===== src/rtl/kmpq_pkg.sv =====
// package: shared types and constants for the keyed min-priority queues
package kmpq_pkg;

   localparam int KEY_SLOTS_DEF   = 16;
   localparam int QUEUE_DEPTH_DEF = 16;
   localparam int VALUE_WIDTH_DEF = 32;
   localparam int KEY_W           = 32;
   localparam int OUT_W           = 32;

   typedef enum logic [1:0] {
      ST_INSERTED = 2'd0,
      ST_POPPED   = 2'd1,
      ST_EMPTY    = 2'd2,
      ST_FULL     = 2'd3
   } status_type;

   typedef enum logic {
      ACT_INSERT = 1'b0,
      ACT_POP    = 1'b1
   } action_type;

   typedef struct packed {
      logic                action;
      logic signed [31:0]  key;
      logic signed [31:0]  value;
   } req_type;

   typedef struct packed {
      logic [1:0]          status;
      logic signed [31:0]  popped_value;
   } rsp_type;

endpackage


===== src/rtl/kmpq_front.sv =====
// front end: key lookup against the slot table, classifies each word into a command
module kmpq_front import kmpq_pkg::*; #(
   parameter int KEY_SLOTS = KEY_SLOTS_DEF,
   parameter int SW        = (KEY_SLOTS > 1) ? $clog2(KEY_SLOTS) : 1
) (
   input  logic                 clock,
   input  logic                 reset,
   input  logic                 req_valid,
   output logic                 req_ready,
   input  req_type              req,
   // slot table state, owned by the back end
   input  logic [KEY_SLOTS-1:0] slot_valid,
   input  logic [KEY_SLOTS-1:0][KEY_W-1:0] slot_key,
   // classified command out
   output logic                 cmd_valid,
   input  logic                 cmd_ready,
   output req_type              cmd_req,
   output logic                 cmd_hit,
   output logic                 cmd_free,
   output logic [SW-1:0]        cmd_slot
);

   typedef enum logic [2:0] {
      F_IDLE = 3'b001,
      F_SCAN = 3'b010,
      F_DONE = 3'b100
   } fstate_type;

   fstate_type      state_ff, state_in;
   req_type         req_ff, req_in;
   logic [SW:0]     idx_ff, idx_in;
   logic            hit_ff, hit_in, free_ff, free_in;
   logic [SW-1:0]   hslot_ff, hslot_in, fslot_ff, fslot_in;
   logic [SW-1:0]   idx;

   assign idx       = idx_ff[SW-1:0];
   assign req_ready = (state_ff == F_IDLE);
   assign cmd_valid = (state_ff == F_DONE);
   assign cmd_req   = req_ff;
   assign cmd_hit   = hit_ff;
   assign cmd_free  = free_ff;
   assign cmd_slot  = hit_ff ? hslot_ff : fslot_ff;

   // one slot compared per cycle, lowest match and lowest free slot kept
   always_comb begin
      state_in = state_ff;
      req_in   = req_ff;
      idx_in   = idx_ff;
      hit_in   = hit_ff;
      free_in  = free_ff;
      hslot_in = hslot_ff;
      fslot_in = fslot_ff;
      case (state_ff)
         F_IDLE: begin
            if (req_valid) begin
               req_in   = req;
               idx_in   = '0;
               hit_in   = 1'b0;
               free_in  = 1'b0;
               state_in = F_SCAN;
            end
         end
         F_SCAN: begin
            if (slot_valid[idx] && slot_key[idx] == req_ff.key && !hit_ff) begin
               hit_in   = 1'b1;
               hslot_in = idx;
            end
            if (!slot_valid[idx] && !free_ff) begin
               free_in  = 1'b1;
               fslot_in = idx;
            end
            idx_in = idx_ff + 1'b1;
            if (idx_ff == (SW+1)'(KEY_SLOTS - 1)) state_in = F_DONE;
         end
         F_DONE: begin
            if (cmd_ready) state_in = F_IDLE;
         end
         default: state_in = F_IDLE;
      endcase
   end

   always_ff @(posedge clock) begin
      if (reset) begin
         state_ff <= F_IDLE;
      end else begin
         state_ff <= state_in;
      end
      req_ff   <= req_in;
      idx_ff   <= idx_in;
      hit_ff   <= hit_in;
      free_ff  <= free_in;
      hslot_ff <= hslot_in;
      fslot_ff <= fslot_in;
   end

endmodule


===== config.mk =====
export PLATFORM = sky130hd
export DESIGN_NAME = kmpq_front
export DESIGN_NICKNAME = d
export VERILOG_FILES = /design/src/rtl/kmpq_pkg.sv /design/src/rtl/kmpq_front.sv
export SDC_FILE = /design/constraint.sdc
export NUM_CORES = 1
export LEC_CHECK = 0
export BUFFER_PORTS_ARGS = -buffer_cell sky130_fd_sc_hd__buf_2
export CORE_AREA = 2 2 257 259
export DETAILED_ROUTE_END_ITERATION = 10
export DIE_AREA = 0 0 259 261
export GPL_TIMING_DRIVEN = 0
export PLACE_DENSITY = 0.38
export SYNTH_ARGS = -nofsm -noshare
export SYNTH_HDL_FRONTEND = slang
export SYNTH_SLANG_ARGS = --single-unit

===== constraint.sdc =====
create_clock -name clock -period 4.11 [get_ports clock]
set_input_delay 1.0275 -clock clock [delete_from_list [all_inputs] [get_ports clock]]
set_output_delay 1.0275 -clock clock [all_outputs]
set_load 0.01 [all_outputs]

# --- Yosys cells after proc, flatten, opt, wreduce, memory -nomap -nowiden ---
# Index checks and enable logic that the tools add are counted.
totals:
  elab_cells: 51
  output_inout_bits: 73
  register_bits: 83
op_classes:
  n_reduce_logical: 14
  order_cmp: 1
  n_mux: 16
  addsub: 1
  eq_ne: 10
op_table:
  columns: ["operator", "count"]
  rows:
  - ["$bmux W32 S4", 1]
  - ["$eq A32 B32 Y1", 1]
  - ["$mux W32", 1]
  - ["$pmux W5 S2", 1]
  - ["$mux W3", 3]
  - ["$pmux W3 S3", 1]
  - ["$reduce_and A3 Y1", 3]
  - ["$ne A2 B2 Y1 const B", 4]
  - ["$reduce_and A2 Y1", 4]
  - ["$add A5 B1 Y5 const B", 1]
  - ["$eq A5 B4 Y1 const B", 1]
  - ["$lt A4 B5 Y1 const B", 1]
  - ["$mux W5", 1]
  - ["$bmux W1 S4", 1]
  - ["$mux W1", 4]
  - ["$mux W4", 1]
  - ["$pmux W1 S2", 2]
  - ["$eq A3 B1 Y1 const B", 1]
  - ["$eq A3 B2 Y1 const B", 1]
  - ["$eq A3 B3 Y1 const B", 1]
  - ["$logic_and A1 B1 Y1", 3]
  - ["$logic_not A1 Y1", 3]
  - ["$ne A2 B1 Y1 const B", 1]
  - ["$reduce_bool A2 Y1", 1]

# --- Logic depth before layout (Yosys ltp) ---
depth:
  word_depth: 7
  mapped_depth: 12
  ltp_nobuf: 8

# --- Worst setup path before layout ---
# No wires, ideal clock.
synth_path:
  path_kind: "input to register"
  from: "input port slot_key[511] (netlist name)"
  to: "register hslot_ff[0] (enable)"
  path_buffers: 0
  stages: 8
  t_arrival_ps: 3023
  setup_time_ps: 361
  setup_slack_ps: 725
  cell_sequence: "mux4_2 > xor2_1 > a32o_1 > a2111oi_2 > o211ai_1 > nor4_1 > nand4_1 > nor3_1"
synth_between:
  elab_chain_len: 6
synth_lines:
  columns: ["item", "line", "text"]
  rows:
  - ["start: declaration", "kmpq_front.sv:13", "input logic [KEY_SLOTS-1:0][KEY_W-1:0] slot_key,"]
  - ["$bmux W32 S4", "kmpq_front.sv:64", "if (slot_valid[idx] && slot_key[idx] == req_ff.key && !hit_ff) begin"]
  - ["$mux W32 (not written as such)", "kmpq_front.sv:64", null]
  - ["$eq A32 B32 Y1", "kmpq_front.sv:64", null]
  - ["$logic_and A1 B1 Y1 (2 in a row)", "kmpq_front.sv:64", null]
  - ["$reduce_and A2 Y1 (no source line)", null, null]
  - ["end signal: assignment", "kmpq_front.sv:92", "hslot_ff <= hslot_in;"]
  - ["end: declaration", "kmpq_front.sv:33", "logic [SW-1:0] hslot_ff, hslot_in, fslot_ff, fslot_in;"]
# Every way passes these cells. The select of a mux whose other input is x is not followed.
# A chain may end at the register's enable or synchronous reset.

# --- Final worst setup path ---
layout_path:
  from: "register idx_ff[0]"
  to: "register hslot_ff[2] (enable)"
layout_between:
  elab_chain_len: 6
  word_cells_on_any_way: 8
  classes_between: "1 x eq/ne; 4 x mux; 3 x reduce/logical"
layout_lines:
  columns: ["item", "line", "text"]
  rows:
  - ["start: declaration", "kmpq_front.sv:31", "logic [SW:0] idx_ff, idx_in;"]
  - ["start signal: assignment", "kmpq_front.sv:89", "idx_ff <= idx_in;"]
  - ["$bmux W32 S4", "kmpq_front.sv:64", null]
  - ["$mux W32 (not written as such)", "kmpq_front.sv:64", null]
  - ["$eq A32 B32 Y1", "kmpq_front.sv:64", null]
  - ["$logic_and A1 B1 Y1 * (2 in a row)", "kmpq_front.sv:64", null]
  - ["$reduce_and A2 Y1 (no source line) *", null, null]
# Every way passes the cells marked *; elsewhere a longest branch is shown, timed or not. The select of a mux whose other input is x is not followed.

==> impl_metrics.py <==
metrics = {
    "status": {
        "status": "completed",
    },
    "floorplanning": {
        "num_rows": 94,
        "initial_core_util_pct": 11.3,
        "fp.dieW_um": 259,
        "die_height_um": 261,
        "core-area_sq_um": 65000,
        "dieArea_sq_um": 67600,
        "num_io_pins": 670,
    },
    "power": {
        "comb_power_share_pct": 41.1,
        "power-per-cell-area_nw_per_um2": 260,
        "leakagePower_uw": 0.00542,
        "internal-power_uw": 2050,
        "ir_drop_v": 0.000212,
        "switchingPower_uw": 1160,
        "clkPwrFrac_pct": 26.6,
        "p_seq_share_pct": 32.3,
        "swShare_pct": 36.2,
    },
    "logic_synthesis": {
        "synth_cells": 511,
        "ys_warn_count": 0,
        "synth_nets": 1110,
        "seq_area_frac_synth_pct": 33.5,
        "syn-mean-instance-area_sq_um": 14.4,
        "async_flop_share_pct": 0,
        "synth_edf_count": 80,
        "synthFlopType": "edfxtp_1",
        "ys_ff_latch": 83,
        "synth_cell_types": 47,
        "netlist_area_sq_um": 7340,
    },
    "timing": {
        "holdWs_ns": 0.519,
        "fin_skew_ns": 0.0146,
        "period_minus_slack_ns": 3.84,
        "max_slew_margin_pct": 34.9,
        "grt_setup_unrepaired": "no",
        "worst_pin_slew_ns": 0.977,
        "max_freq_mhz": 261,
        "finalCritPeriodShare_pct": 93.3,
        "setup_violations": 0,
        "fin_setup_tns_ns": 0,
        "finalHoldViolCount": 0,
        "drv_slew": 0,
    },
    "final_layout": {
        "seq_area_sq_um": 2460,
        "final_cells": 2073,
        "multi_input_area_sq_um": 4720,
        "utilization_pct": 19.0,
        "layout_commonest_cell": "buf_2",
        "nFillCells": 7273,
        "drive_gt1_share_pct": 72.0,
        "final_cell_mix": "675 x buf_2, 108 x mux4_2, 84 x mux2i_1",
        "syn_to_final_growth_pct": 68.2,
        "nets": 1795,
    },
    "clock_tree": {
        "cts.sinks": 83,
        "htree_levels": 3,
        "cts_tree": "done",
        "clockRootBuffer": "clkbuf_16",
        "cts_buffers": 9,
        "clock_latency_ns": 0.39,
        "clk_pin_slew_worst_paths_ns": 0.07,
        "cts_buffer_depth": 2,
    },
    "job": {
        "cap_violations": 0,
    },
    "drt": {
        "top_layer_used": "met5",
        "first_pass_iters": 4,
        "drtAntennaViolNets": 0,
        "drt_wl_total_um": 53600,
        "met3_length_um": 3450,
        "wl_met2_um": 26800,
        "drcViolationCount": 0,
        "via_per_inst": 3.87,
        "wl_met1_um": 21200,
        "drt_iter0_drc": 345,
        "post_drt_wl_per_cell_um": 25.9,
        "vias": 8031,
    },
    "worst_setup_path": {
        "required_ns": 4.17,
        "slowest_stage": "edfxtp_1",
        "crit_path_start_kind": "flop",
        "crit_path_max_incr_delay_ns": 0.51,
        "cp.arrival_ns": 3.90,
        "worst_setup_path_end_kind": "flop",
        "critPathKind": "flop to flop",
        "critPathMaxFanout": 19,
        "cp_cell_sequence": "buf_4 > buf_6 > buf_8 > buf_6 > mux2i_1 > a22o_1 > a221oi_2 > xnor2_1 > nand4_1 > o22ai_2 > nand4_1 > buf_4 > nor3_4",
    },
    "global_route": {
        "grt_usage_pct": 15.4,
        "grt_first_pass_wirelength_um": 70300,
        "grt_overflow": 0,
        "grt_pass1_vias": 8938,
        "grt_max_degree": 49,
        "antenna_found_initial": 17,
    },
    "place": {
        "place.detailed.hpwl_um": 46000,
        "place.gp.congestion": 0.910,
        "port_buffers": 669,
        "dpl.cell_count": 2045,
    },
    "worst_hold_path": {
        "hold_class": "flop to flop",
    },
}
## per-layer routing
metal | global-route usage, % | vias to the layer above
met5 | 0 | -
met4 | 7.11 | 4
met3 | 2.75 | 72
met2 | 27.6 | 522
met1 | 18.0 | 3890
li1 | - | 3543
## final timing paths
kind                                start           to  slack (ns)  cells past startpoint
worst max register to register  idx_ff[0]  hslot_ff[2]        0.27                     13
worst max-delay path            idx_ff[0]  hslot_ff[2]        0.27                     13
worst min register to register  idx_ff[2]  fslot_ff[2]        0.52                      0
worst min-delay path            idx_ff[2]  fslot_ff[2]        0.52                      0
## stage by stage
stage	area, sq um	total power [uW]	setup WS, ns
after floorplan	7340	1670	0.725
after global placement	11800	2370	-1.88
final	12300	3210	0.274
after CTS	12300	3290	0.00437
after detailed placement	11800	2380	-1.85
after global routing	12300	3400	0.00790
## cell type report
cell class | count | area share, %
Antenna cell | 8 | 0.162
Buffer | 42 | 2.75
Clock buffer | 10 | 1.85
Clock inverter | 6 | 0.385
Inverter | 6 | 0.203
Multi-Input combinational cell | 377 | 38.2
Sequential cell | 83 | 19.9
Tap cell | 864 | 8.75
Timing Repair Buffer | 677 | 27.8
## Yosys cell counts (3+ instances only)
cell type	instances	area share, %
mux2i_1	85	12
nand4_1	6	0.51
a21oi_1	5	0.34
clkbuf_1	9	0.46
nor4_1	3	0.26
nor3_1	8	0.55
o21ai_0	10	0.68
and2_1	3	0.26
a22oi_1	11	1.1
o22ai_1	3	0.26
buf_4	4	0.41
nand2_1	16	0.82
mux2_2	5	0.77
xor2_1	28	3.3
xnor2_1	21	2.5
buf_1	12	0.61
dfxtp_1	3	0.82
buf_6	3	0.46
buf_2	14	0.95
nor2b_1	3	0.26
inv_1	5	0.26
a22o_1	7	0.83
mux4_2	108	33
nor2_1	14	0.72
a221o_1	5	0.68
a221oi_1	11	1.3
edfxtp_1	80	33
## worst max-delay path: cells and delay by family, from the launching register on
family,cells,cell delay [ns]
buffers and inverters,5,1.18
AOI/OAI and AO/OA,3,0.85
and+or+nand+nor,3,0.62
DFF,1,0.51
xor gates and xnor gates,1,0.17
muxes,1,0.14
## timing repair
| action | CTS | global route |
|---|---|---|
| resized for setup | 53 | 14 |
| setup buffers | 5 | 2 |
| pin swaps | 1 | 3 |
| endpoints found under the setup margin | 10 | 5 |
| hold buffers | 0 | 0 |
## state kept, by name, summed over array words and instances, names as in the netlist
signal	cells
cmd_req	65
idx_ff	5
fslot_ff	4
hslot_ff	4
state_ff	3
cmd_free	1
cmd_hit	1
## power groups by stage
stage	registers (uW)	logic [uW]	clock network (uW)
4_1_cts	1040	1350	897
2_1_floorplan	1070	601	0
6_report	1040	1320	853
3_3_place_gp	1070	1300	0
3_5_place_dp	1060	1310	0
5_1_grt	1050	1430	921
## cell families (layout without fill, tap and decap cells)
logic type | Yosys count | after routing | share of synthesized area, %
other cells | 0 | 8 | 0
mux | 198 | 198 | 45.5
xor+xnor | 49 | 49 | 5.84
simple gates | 62 | 62 | 4.16
flops | 83 | 83 | 33.5
fa+ha+maj | 2 | 2 | 0.341
compound gates | 66 | 66 | 6.76
buf+inv | 51 | 741 | 3.88
(Power assumes the default switching activity.)
